==> src/hw/rtl/assert_macros.svh <==
//------------------------------------------------------------------------------
// assert_macros.svh
// Concurrent assertion shorthands for the sparse matvec block.
//------------------------------------------------------------------------------
`ifndef ASSERT_MACROS_SVH
`define ASSERT_MACROS_SVH

// same-cycle implication
`define SMV_ASSERT_IMPLY(label, clk, rst, ante, cons) \
   label: assert property (@(posedge clk) disable iff (rst) (ante) |-> (cons)) \
      else $error("assertion failed: same-cycle implication");

// next-cycle implication
`define SMV_ASSERT_NEXT(label, clk, rst, ante, cons) \
   label: assert property (@(posedge clk) disable iff (rst) (ante) |=> (cons)) \
      else $error("assertion failed: next-cycle implication");

// delayed implication
`define SMV_ASSERT_LATER2(label, clk, rst, ante, cons) \
   label: assert property (@(posedge clk) disable iff (rst) (ante) |-> ##2 (cons)) \
      else $error("assertion failed: two-cycle implication");

`endif

==> src/hw/rtl/smv_pkg.sv <==
//------------------------------------------------------------------------------
// smv_pkg
// Shared types and constants of the compressed-row sparse matvec block.
//------------------------------------------------------------------------------
package smv_pkg;

   localparam int unsigned VECTOR_DEPTH   = 4096;
   localparam int unsigned VEC_ADDR_BITS  = $clog2(VECTOR_DEPTH);
   localparam int unsigned ROW_INDEX_BITS = 16;

   localparam int unsigned DATA_BITS      = 32;
   localparam int unsigned INDEX_BITS     = 12;
   localparam int unsigned ROW_NUM_BITS   = 16;
   localparam int unsigned REQ_DATA_BITS  = 120;
   localparam int unsigned RSP_DATA_BITS  = 48;
   localparam int unsigned CSR_ADDR_BITS  = 1;

   typedef enum logic [1:0] {
      REQ_LOAD    = 2'd0,
      REQ_NONZERO = 2'd1,
      REQ_EMPTY   = 2'd2
   } req_kind_type;

   localparam logic [CSR_ADDR_BITS-1:0] CSR_ACC_MODE = 1'd0;
   localparam logic [CSR_ADDR_BITS-1:0] CSR_SCALE    = 1'd1;

   typedef struct packed {
      logic [DATA_BITS-1:0]      sum;
      logic [DATA_BITS-1:0]      prior;
      logic [ROW_INDEX_BITS-1:0] row;
   } row_close_type;

endpackage

==> src/hw/rtl/smv_finish.sv <==
//------------------------------------------------------------------------------
// smv_finish
// In accumulate mode, scale a closed row sum and add the prior value;
// else pass the sum unscaled; hold the finished beat in the output register.
//------------------------------------------------------------------------------
module smv_finish (
   input  logic                             clock,
   input  logic                             reset,
   input  logic                             advance,
   input  logic                             acc_mode,
   input  logic [smv_pkg::DATA_BITS-1:0]    scale,
   input  logic                             close_valid,
   input  smv_pkg::row_close_type           close,
   output logic                             out_valid,
   output logic [smv_pkg::DATA_BITS-1:0]    row_result,
   output logic [smv_pkg::ROW_NUM_BITS-1:0] row_number
);
   import smv_pkg::*;

   logic                      s4_valid_ff;
   logic [DATA_BITS-1:0]      s4_mul_ff, s4_mul_in;
   row_close_type             s4_close_ff;

   logic                      out_valid_ff;
   logic [DATA_BITS-1:0]      result_ff, result_in;
   logic [ROW_NUM_BITS-1:0]   number_ff, number_in;

   always_comb begin
      s4_mul_in = scale * close.sum;
      result_in = acc_mode ? (s4_close_ff.prior + s4_mul_ff) : s4_close_ff.sum;
      number_in = ROW_NUM_BITS'(s4_close_ff.row);
   end

   always_ff @(posedge clock) begin
      if (reset) begin
         s4_valid_ff  <= 1'b0;
         out_valid_ff <= 1'b0;
      end else if (advance) begin
         s4_valid_ff  <= close_valid;
         out_valid_ff <= s4_valid_ff;
      end
   end

   always_ff @(posedge clock) begin
      if (advance) begin
         s4_mul_ff   <= s4_mul_in;
         s4_close_ff <= close;
         result_ff   <= result_in;
         number_ff   <= number_in;
      end
   end

   assign out_valid  = out_valid_ff;
   assign row_result = result_ff;
   assign row_number = number_ff;

endmodule

==> config.mk <==
export PLATFORM = sky130hd
export DESIGN_NAME = smv_finish
export DESIGN_NICKNAME = d
export VERILOG_FILES = /design/src/hw/rtl/assert_macros.svh /design/src/hw/rtl/smv_pkg.sv /design/src/hw/rtl/smv_finish.sv
export SDC_FILE = /design/constraint.sdc
export NUM_CORES = 1
export LEC_CHECK = 0
export BUFFER_PORTS_ARGS = -buffer_cell sky130_fd_sc_hd__buf_2
export CORE_ASPECT_RATIO = 0.6
export CORE_UTILIZATION = 45
export DETAILED_ROUTE_END_ITERATION = 10
export PLACE_DENSITY = 0.63
export SETUP_SLACK_MARGIN = 0.1
export SLEW_MARGIN = 15
export SYNTH_ARGS = -nofsm -noshare
export SYNTH_HDL_FRONTEND = slang
export SYNTH_SLANG_ARGS = --single-unit
==> constraint.sdc <==
create_clock -name clock -period 9.4 [get_ports clock]
set_input_delay 2.35 -clock clock [delete_from_list [all_inputs] [get_ports clock]]
set_output_delay 2.35 -clock clock [all_outputs]
set_load 0.05 [all_outputs]
==> results.py <==
metrics = {
    "critical_path": {
        "max_stage_delay_ps": 600,
        "cp_slowest_cell": "sky130_fd_sc_hd__fa_1",
        "critical-path-top-cell-by-count": "sky130_fd_sc_hd__fa_1",
        "timing.critical_path.required_ps": 9600,
        "crit_path_cell_trace": "buf_2 > and2_1 > fa_1 > inv_1 > fa_1 > fa_1 > fa_1 > inv_1 > fa_1 > inv_1 > fa_1 > inv_1 > fa_1 > fa_1 > ha_1 > inv_1 > nor2_1 > a31oi_1 > o21ai_0 > a31oi_1 > o21ai_1 > a211oi_1 > o31ai_1 > xnor2_1",
        "endpoint_type_of_the_worst_setup_path": "flip-flop",
        "worst-path-max-fanout": 30,
        "data_arrival_time_of_the_critical_path_ps": 8970,
        "setup.worst_path.class": "input port to flip-flop",
        "startpoint_type": "input port",
    },
    "timing": {
        "fin_worst_skew_ps": 16.48,
        "finalSetupViolCount": 0,
        "slew_headroom_pct": 33.96,
        "slew_viol_final": 0,
        "tightestPinTransition_ps": 989.6,
        "final-hold-violation-count": 0,
        "timing.final.crit_share_pct": 93.28,
        "rsz0062_at_grt": "false",
        "timing.final.crit_period_ps": 8768,
        "max_freq_mhz": 114.1,
        "tns_ps": 0,
    },
    "finish": {
        "finalNonFillerCells": 2966,
        "final_core_utilization_pct": 50.65,
        "post_route_cells_drive_above_1_share_pct": 10.98,
        "area_growth_pct": 9.465,
        "nFillCells": 4373,
        "num-nets-final": 2990,
    },
    "yosys": {
        "synth.yosys.seq_area_share_pct": 21.60,
        "yosysTopAreaCell": "sky130_fd_sc_hd__fa_1",
        "postSynthCellCount": 2186,
        "yosys.cell_count.top_type": "sky130_fd_sc_hd__inv_1",
        "netlist_area_mm2": 0.02243,
        "synth-edff-count": 160,
        "synth_largest_type_area_fraction_pct": 36.50,
        "netlist-cell-type-count": 56,
        "synthTopCellsByArea": "sky130_fd_sc_hd__fa_1 (36%), sky130_fd_sc_hd__edfxtp_1 (21%), sky130_fd_sc_hd__ha_1 (8.6%)",
        "synthFlopType": "sky130_fd_sc_hd__edfxtp_1",
        "post_synth_net_total": 2866,
        "async_flop_share_pct": 0,
        "synthesis.area_per_instance_um2": 10.26,
        "total_number_of_yosys_warnings": 0,
        "synth-seq-cells": 162,
        "yosys-top-cells-count": "sky130_fd_sc_hd__inv_1 (419), sky130_fd_sc_hd__fa_1 (409), sky130_fd_sc_hd__nand2_1 (293)",
    },
    "clocking": {
        "cts_inserted_buffers": 17,
        "clk_path_buf_depth": 2,
        "tritoncts": "built",
        "clk_pin_slew_worst_paths_ps": 70,
        "htree_levels": 4,
        "clock_sinks": 162,
        "cts_hold_buffers": 0,
        "clk-insertion-delay-late_ps": 460,
        "cts.repair.resized": 0,
        "clock_tree.root_cell": "sky130_fd_sc_hd__clkbuf_16",
        "postCtsSetupBuffers": 0,
    },
    "global_routing": {
        "first_global_vias": 16224,
        "grt_util_all_layers_pct": 25.38,
        "grt_overflow_total": 0,
        "grt_max_degree": 81,
        "initial_antenna_violation_count": 8,
        "global_route_wire_length_before_repair_um": 96060,
    },
    "die": {
        "num_rows": 62,
        "die_height_um": 175.0,
        "top_level_ports": 166,
        "initial_core_util_pct": 46.27,
        "floorplan.die_area_mm2": 0.05078,
        "floorplan.die.width_um": 290.3,
        "core_area_mm2": 0.04848,
    },
    "run_status": {
        "status": "finished, final reports clean",
    },
    "routing": {
        "routed_wire_length_per_instance_um": 20.72,
        "routed-via-count": 15470,
        "via_per_inst": 5.216,
        "drtAntennaViolNets": 0,
        "drt_first_iter_violations": 1231,
        "dr.pass1.iters": 5,
        "remaining_drc_errors": 0,
        "routed_wirelength_um": 61450,
    },
    "placed_design": {
        "place_inst": 2931,
        "gp_congestion": 0.9115,
        "port_buffers": 165,
        "post-dp-hpwl_um": 50460,
    },
    "worst_hold_path": {
        "holdCritPathClass": "flip-flop to flip-flop",
    },
    "job": {
        "drv.max_cap_violation_count": 0,
    },
}
worst max-delay path: cells and delay by family:
| kind | cells | cell delay, ps |
|---|---|---|
| xor gates and xnor gates | 1 | 130 |
| buffers and inverters | 6 | 800 |
| and+or+nand+nor | 2 | 320 |
| adders and majority gates | 9 | 4250 |
| AOI/OAI and AO/OA | 6 | 1110 |
metal layers:
metal | track usage (%) | vias up | wire [um]
met5 | 0 | - | 18
met4 | 5.430 | 4 | 935
met3 | 9.222 | 58 | 7080
met2 | 34.67 | 628 | 24370
met1 | 38.11 | 7827 | 29040
li1 | - | 6953 | -
worst paths after layout:
check	depth (start not counted)	from	slack [ps]	to
worst max register to register	12	s4_close_ff[16]	5920	row_result[20]
worst min-delay path	0	number_in[0]	420	row_number[0]
worst min register to register	0	number_in[0]	420	row_number[0]
worst max-delay path	24	close[51]	630	s4_mul_ff[31]
cells by family (layout without fill, tap and decap cells):
group / Yosys count / in the layout / share of synthesized area (%)
xor gates and xnor gates: 106 / 106 / 4.138
buffers and inverters: 511 / 648 / 8.550
AOI/OAI and AO/OA: 166 / 166 / 4.875
adders and majority gates: 563 / 563 / 45.09
DFF: 162 / 162 / 21.60
and+or+nand+nor: 658 / 658 / 14.77
muxes: 20 / 20 / 0.9872
other: 0 / 3 / 0
state kept, by name (all words and copies together) (netlist names):
name and count:
s4_valid_ff 1, row_number 16, s4_close_ff 64, out_valid 1
s4_mul_ff 32, number_in 16, row_result 32
cells in the final DEF (no fill, tap or decap), types with 11 or more instances in the layout:
cell type,count
sky130_fd_sc_hd__inv_1,419
sky130_fd_sc_hd__fa_1,409
sky130_fd_sc_hd__nand2_1,293
sky130_fd_sc_hd__and2_1,272
sky130_fd_sc_hd__buf_2,164
sky130_fd_sc_hd__edfxtp_1,160
sky130_fd_sc_hd__ha_1,154
sky130_fd_sc_hd__xnor2_1,83
sky130_fd_sc_hd__a21oi_1,52
sky130_fd_sc_hd__buf_4,32
sky130_fd_sc_hd__nor2_1,24
sky130_fd_sc_hd__o21ai_0,24
sky130_fd_sc_hd__xor2_1,23
sky130_fd_sc_hd__a21o_1,18
sky130_fd_sc_hd__mux2_2,17
sky130_fd_sc_hd__clkbuf_16,17
sky130_fd_sc_hd__nor3_1,13
sky130_fd_sc_hd__nand3_1,11
cell type report:
class | count | area, um^2 | share of cell area, %
diodes | 3 | 7.507 | 0.03057
well taps | 640 | 800.8 | 3.261
flip-flops and latches | 162 | 4845 | 19.73
clock buffers | 17 | 425.4 | 1.732
repair buffers | 197 | 1072 | 4.366
inverters | 419 | 1573 | 6.404
multi-input cells | 1513 | 15670 | 63.82
clock inverters | 15 | 162.7 | 0.6624
through the flow:
step / setup slack, ps / instance area [um^2] / hold WS, ps
after detailed placement: 135.6 / 23960 / 405.4
after CTS: 697.2 / 24550 / 422.4
after floorplan: 666.4 / 22430 / 400.3
final: 632.1 / 24560 / 420.9
after global placement: 285.5 / 23960 / 400.2
after global routing: 334.7 / 24550 / 427.7
Power is not shown: default switching activity piles up to over one toggle a cycle in this logic, so the estimate is an artifact.
