File: src/hw/rtl/assert_macros.svh
//------------------------------------------------------------------------------
// assert_macros.svh
// Concurrent assertion shorthands for the sparse matvec block.
//------------------------------------------------------------------------------
`ifndef ASSERT_MACROS_SVH
`define ASSERT_MACROS_SVH

// same-cycle implication
`define SMV_ASSERT_IMPLY(label, clk, rst, ante, cons) \
   label: assert property (@(posedge clk) disable iff (rst) (ante) |-> (cons)) \
      else $error("assertion failed: same-cycle implication");

// next-cycle implication
`define SMV_ASSERT_NEXT(label, clk, rst, ante, cons) \
   label: assert property (@(posedge clk) disable iff (rst) (ante) |=> (cons)) \
      else $error("assertion failed: next-cycle implication");

// delayed implication
`define SMV_ASSERT_LATER2(label, clk, rst, ante, cons) \
   label: assert property (@(posedge clk) disable iff (rst) (ante) |-> ##2 (cons)) \
      else $error("assertion failed: two-cycle implication");

`endif

File: src/hw/rtl/smv_pkg.sv
//------------------------------------------------------------------------------
// smv_pkg
// Shared types and constants of the compressed-row sparse matvec block.
//------------------------------------------------------------------------------
package smv_pkg;

   localparam int unsigned VECTOR_DEPTH   = 4096;
   localparam int unsigned VEC_ADDR_BITS  = $clog2(VECTOR_DEPTH);
   localparam int unsigned ROW_INDEX_BITS = 16;

   localparam int unsigned DATA_BITS      = 32;
   localparam int unsigned INDEX_BITS     = 12;
   localparam int unsigned ROW_NUM_BITS   = 16;
   localparam int unsigned REQ_DATA_BITS  = 120;
   localparam int unsigned RSP_DATA_BITS  = 48;
   localparam int unsigned CSR_ADDR_BITS  = 1;

   typedef enum logic [1:0] {
      REQ_LOAD    = 2'd0,
      REQ_NONZERO = 2'd1,
      REQ_EMPTY   = 2'd2
   } req_kind_type;

   localparam logic [CSR_ADDR_BITS-1:0] CSR_ACC_MODE = 1'd0;
   localparam logic [CSR_ADDR_BITS-1:0] CSR_SCALE    = 1'd1;

   typedef struct packed {
      logic [DATA_BITS-1:0]      sum;
      logic [DATA_BITS-1:0]      prior;
      logic [ROW_INDEX_BITS-1:0] row;
   } row_close_type;

endpackage

File: src/hw/rtl/smv_mac.sv
//------------------------------------------------------------------------------
// smv_mac
// Multiply each nonzero by its vector element and accumulate the row sum;
// issue a closed-row record when a row ends.
//------------------------------------------------------------------------------
module smv_mac (
   input  logic                          clock,
   input  logic                          reset,
   input  logic                          advance,
   input  logic                          accept,
   input  smv_pkg::req_kind_type         kind,
   input  logic [smv_pkg::DATA_BITS-1:0] matrix_value,
   input  logic                          col_ok,
   input  logic                          row_last,
   input  logic [smv_pkg::DATA_BITS-1:0] prior_value,
   input  logic [smv_pkg::DATA_BITS-1:0] ram_rdata,
   output logic                          close_valid,
   output smv_pkg::row_close_type        close
);
   import smv_pkg::*;

   logic                      s1_valid_ff, s1_valid_in;
   logic                      s1_nonzero_ff;
   logic                      s1_last_ff;
   logic                      s1_col_ok_ff;
   logic [DATA_BITS-1:0]      s1_mval_ff;
   logic [DATA_BITS-1:0]      s1_prior_ff;

   logic                      s2_valid_ff;
   logic                      s2_nonzero_ff;
   logic                      s2_last_ff;
   logic [DATA_BITS-1:0]      s2_prod_ff, s2_prod_in;
   logic [DATA_BITS-1:0]      s2_prior_ff;

   logic [DATA_BITS-1:0]      row_sum_ff, row_sum_in;
   logic [ROW_INDEX_BITS-1:0] row_counter_ff, row_counter_in;
   logic                      close_valid_ff, close_valid_in;
   row_close_type             close_ff, close_in;

   logic [DATA_BITS-1:0]      sum;
   logic                      closing;

   always_comb begin
      case (kind)
         REQ_NONZERO: s1_valid_in = accept;
         REQ_EMPTY:   s1_valid_in = accept;
         default:     s1_valid_in = 1'b0;
      endcase
   end

   always_comb begin
      s2_prod_in = s1_mval_ff * (s1_col_ok_ff ? ram_rdata : '0);
   end

   always_comb begin
      sum     = row_sum_ff + (s2_nonzero_ff ? s2_prod_ff : '0);
      closing = s2_valid_ff && (!s2_nonzero_ff || s2_last_ff);

      row_sum_in     = row_sum_ff;
      row_counter_in = row_counter_ff;
      if (s2_valid_ff) begin
         row_sum_in = closing ? '0 : sum;
      end
      if (closing) begin
         row_counter_in = row_counter_ff + 1'b1;
      end

      close_valid_in = closing;
      close_in.sum   = sum;
      close_in.prior = s2_prior_ff;
      close_in.row   = row_counter_ff;
   end

   always_ff @(posedge clock) begin
      if (reset) begin
         s1_valid_ff    <= 1'b0;
         s2_valid_ff    <= 1'b0;
         close_valid_ff <= 1'b0;
         row_sum_ff     <= '0;
         row_counter_ff <= '0;
      end else if (advance) begin
         s1_valid_ff    <= s1_valid_in;
         s2_valid_ff    <= s1_valid_ff;
         close_valid_ff <= close_valid_in;
         row_sum_ff     <= row_sum_in;
         row_counter_ff <= row_counter_in;
      end
   end

   always_ff @(posedge clock) begin
      if (advance) begin
         s1_nonzero_ff <= (kind == REQ_NONZERO);
         s1_last_ff    <= row_last;
         s1_col_ok_ff  <= col_ok;
         s1_mval_ff    <= matrix_value;
         s1_prior_ff   <= prior_value;
         s2_nonzero_ff <= s1_nonzero_ff;
         s2_last_ff    <= s1_last_ff;
         s2_prod_ff    <= s2_prod_in;
         s2_prior_ff   <= s1_prior_ff;
         close_ff      <= close_in;
      end
   end

   assign close_valid = close_valid_ff;
   assign close       = close_ff;

endmodule

File: config.mk
export PLATFORM = sky130hd
export DESIGN_NAME = smv_mac
export DESIGN_NICKNAME = d
export VERILOG_FILES = /design/src/hw/rtl/assert_macros.svh /design/src/hw/rtl/smv_pkg.sv /design/src/hw/rtl/smv_mac.sv
export SDC_FILE = /design/constraint.sdc
export NUM_CORES = 1
export LEC_CHECK = 0
export BUFFER_PORTS_ARGS = -buffer_cell sky130_fd_sc_hd__clkbuf_2
export CAP_MARGIN = 20
export CORE_ASPECT_RATIO = 1.5
export CORE_MARGIN = 2
export CORE_UTILIZATION = 40
export CTS_CLUSTER_SIZE = 30
export DETAILED_ROUTE_END_ITERATION = 8
export SETUP_SLACK_MARGIN = 0.2
export SYNTH_ARGS = -nofsm -noshare
export SYNTH_HDL_FRONTEND = slang
export SYNTH_SLANG_ARGS = --single-unit
export TNS_END_PERCENT = 5
File: constraint.sdc
create_clock -name clock -period 21.9 [get_ports clock]
set_clock_uncertainty 0.1 [all_clocks]
set_input_delay 6.57 -clock clock [delete_from_list [all_inputs] [get_ports clock]]
set_output_delay 6.57 -clock clock [all_outputs]
set_load 0.02 [all_outputs]
==> key figures <==
Status
  – Status: finished, final reports clean

Global route
  – Global-route wire length before repair: around 110000 um
  – Initial antenna violation count: 2
  – Vias in the first global route: 20110
  – Largest net degree at the start of global routing: 173
  – Overflow after GRT: 0
  – GRT Overall Usage: 0.2249

Detailed routing
  – Avg WL per Cell: 21.37 um
  – Post-DRT Antenna Nets: 0
  – DRT iter0 DRCs: 1135
  – DRC: 0
  – Initial DRT Pass Iterations: 5
  – WL final: 73900 um
  – Vias per cell: 5.290
  – Total number of vias: 18290

Logic synthesis
  – Yosys reg bits: 264
  – Post-synth EDFFs: 213
  – Area contributors post-synth: fa_1 31%, edfxtp_1 25%, ha_1 7.5%, and3_1 7.0%, inv_1 6.0%
  – Yosys top cell area share: 0.3147
  – Sequential element share of the synthesized area: 0.2851
  – Yosys warns: 0
  – Top-count cell post-synth: inv_1
  – Synth Cell Area: 26020 um^2
  – Syn Inst Count: 2467
  – Fraction of registers with async set/reset: 0
  – Cell type with the largest total area after synthesis: fa_1
  – Commonest cells post-synth: 416 x inv_1, 409 x fa_1, 293 x and3_1
  – Synth Flop Type: edfxtp_1
  – Distinct cells, synth: 72
  – Average size of a mapped cell: 10.55 um^2
  – Synth Net Count: about 3100

Worst setup path
  – Critical setup path kind: primary input to flip-flop
  – Crit end category: flip-flop
  – Setup crit start kind: primary input
  – Worst R2R Setup Slack: 12.89 ns
  – Worst Path Required: 22.13 ns
  – WP data arrival: 13.67 ns
  – Crit path max fanout: 13

Placement
  – HPWL Detailed: between 50000 and 60000 um
  – DP Worst Slack: 7.898 ns
  – RePlAce Congestion: ~0.95
  – Number of port buffers: 184

Die
  – Die Span X: 212.2 um
  – Die area: 67150 um^2
  – Row count: 114
  – Die Ht: 316.4 um
  – Core ar.: 64470 um^2
  – I/O pin total: 185
  – Initial Utilization: 0.4036

Cells and area
  – Nets: 3232
  – # fillers: 6160
  – Synth-to-layout area growth: 10.30%
  – Share of layout cells above drive strength 1: 0.1072

Pwr
  – Part of the power in registers: 0.169
  – Switching part of the total: 0.4576
  – Net Sw Power: 2.131 mW
  – Pwr Density: 162.2 nW/um^2
  – Int Pwr: 2.525 mW
  – Clk pwr share: 0.110
  – Power, Total: 4.656 mW
  – Worst vdd ir: between 0.2 and 0.25 mV
  – LEAKAGE: 13.78 nW
  – Logic pwr share: 0.721

STA
  – Setup violators final: 0
  – Final worst-path cycle share: 0.6137
  – Worst hold slack: 0.3190 ns
  – Final hold vios: 0
  – Min cycle time layout: 13.44 ns
  – Max Fclk: between 70 and 80 MHz
  – Post-route setup TNS: 0 ns
  – Least-Margin Pin Slew: 1.185 ns
  – Final max-slew violation count: 0
  – Setup slack after layout: 8.459 ns
  – RSZ-0062 raised after global routing: false
  – Relative slew slack: 0.2099

Clocking
  – Clock Sinks: 264
  – H-tree depth: 1
  – Worst skew pair latency: 0.58 ns
  – Total CTS buffers: 27
  – Worst-path clk slew: 0.06 ns
  – Root Buffer: clkbuf_16
  – CTS tree: built
  – Post-CTS sizing: 0
  – Hold_buf cts: 0
  – Post-CTS Repair Setup Buffers: 0
  – Worst-case clock buffer depth: 3

Hold path
  – Hold Path Class: flip-flop to flip-flop

Flow run
  – Total of max-cap violations: 0
==> layout by cell type, fill, tap and decap left out, types with 5 or more instances in the layout <==
cell type,count
buf_4,23
nor2_1,72
o21a_1,7
nand4_1,10
and2_1,56
dfxtp_1,51
clkbuf_16,28
fa_1,409
nor3_1,9
xor2_1,34
and3_1,293
edfxtp_1,213
o21bai_1,6
a22oi_1,26
a21o_1,20
ha_1,156
clkbuf_2,183
nand2_1,262
or3_1,8
inv_1,416
a21oi_1,52
o21ai_0,23
bufinv_16,5
xnor2_1,92
nand3_1,36
==> power by group through the flow <==
stage          clock, mW  sequential (mW)  combinational [mW]
4_1_cts            0.530            0.787                3.37
3_3_place_gp           0            0.797                3.26
6_report           0.513            0.787                3.36
5_1_grt            0.548            0.791                3.74
3_5_place_dp           0            0.798                3.35
2_1_floorplan          0            0.803                2.39
==> logic make-up (layout without fill, tap and decap cells) <==
family                     Yosys count  in the layout  share of synthesized area
other                                0              4                          0
and+or+nand+nor                    771            771                     0.1534
AOI/OAI and AO/OA                  182            182                    0.04751
buffers and inverters              557            674                    0.08112
xor gates and xnor gates           126            126                    0.04241
muxes                                2              2                  0.0007694
DFF                                264            264                     0.2851
adders and majority gates          565            565                     0.3897
==> worst max-delay path, stage by stage <==
cell,delay (ns)
clkbuf_2,0.33
and2_1,0.58
nand2_1,0.16
fa_1,0.44
inv_1,0.08
fa_1,0.43
fa_1,0.52
inv_1,0.05
fa_1,0.47
inv_1,0.05
fa_1,0.48
fa_1,0.57
fa_1,0.43
fa_1,0.44
ha_1,0.37
a21o_1,0.20
a21o_1,0.19
a21o_1,0.18
a21oi_1,0.31
o21ba_2,0.18
o311ai_1,0.11
a31o_2,0.25
a21oi_1,0.16
xnor2_1,0.08
==> area by class of cell <==
type                    instances  area (um^2)  area share
repair buffers                208         1124     0.03915
diodes                          4        10.01   0.0003488
multi-input cells            1646        16490      0.5747
well taps                     870         1089     0.03793
clock buffers                  31        732.0     0.02550
clock inverters                19        271.5    0.009461
flip-flops and latches        264         7417      0.2584
inverters                     416         1562     0.05441
==> path summary, 6_finish.rpt <==
path                        start             end  cells after the start
setup reg to reg     s1_col_ok_ff  s2_prod_ff[30]                     25
hold reg to reg   s2_prior_ff[19]       close[35]                      0
setup / recovery     ram_rdata[8]  s2_prod_ff[30]                     24
hold / removal    s2_prior_ff[19]       close[35]                      0
==> state kept, by name, summed over array words and instances, names as in the netlist, 16 cells and up <==
signal          count
s1_prior_ff        32
s2_prod_ff         32
s2_prior_ff        32
close              80
row_sum_ff         32
row_counter_ff     16
s1_mval_ff         32
==> routing by layer <==
metal,GRT usage,up-vias,share of wire
met2,0.4145,647,0.52
met5,0,-,0
met3,0.02516,225,0.052
met4,0.1314,0,0.068
met1,0.2493,9289,0.36
li1,-,8132,-
==> per-stage QoR <==
stage | util | cell area, um^2 | cells
2_1_floorplan | - | 26020 | 2467
3_3_place_gp | 0.4294 | 27690 | 3404
3_5_place_dp | 0.4294 | 27690 | 3404
4_1_cts | 0.4450 | 28690 | 3454
5_1_grt | 0.4450 | 28690 | 3455
6_report | 0.4451 | 28700 | 3458
Note: power is estimated with default switching activity, not from simulation.
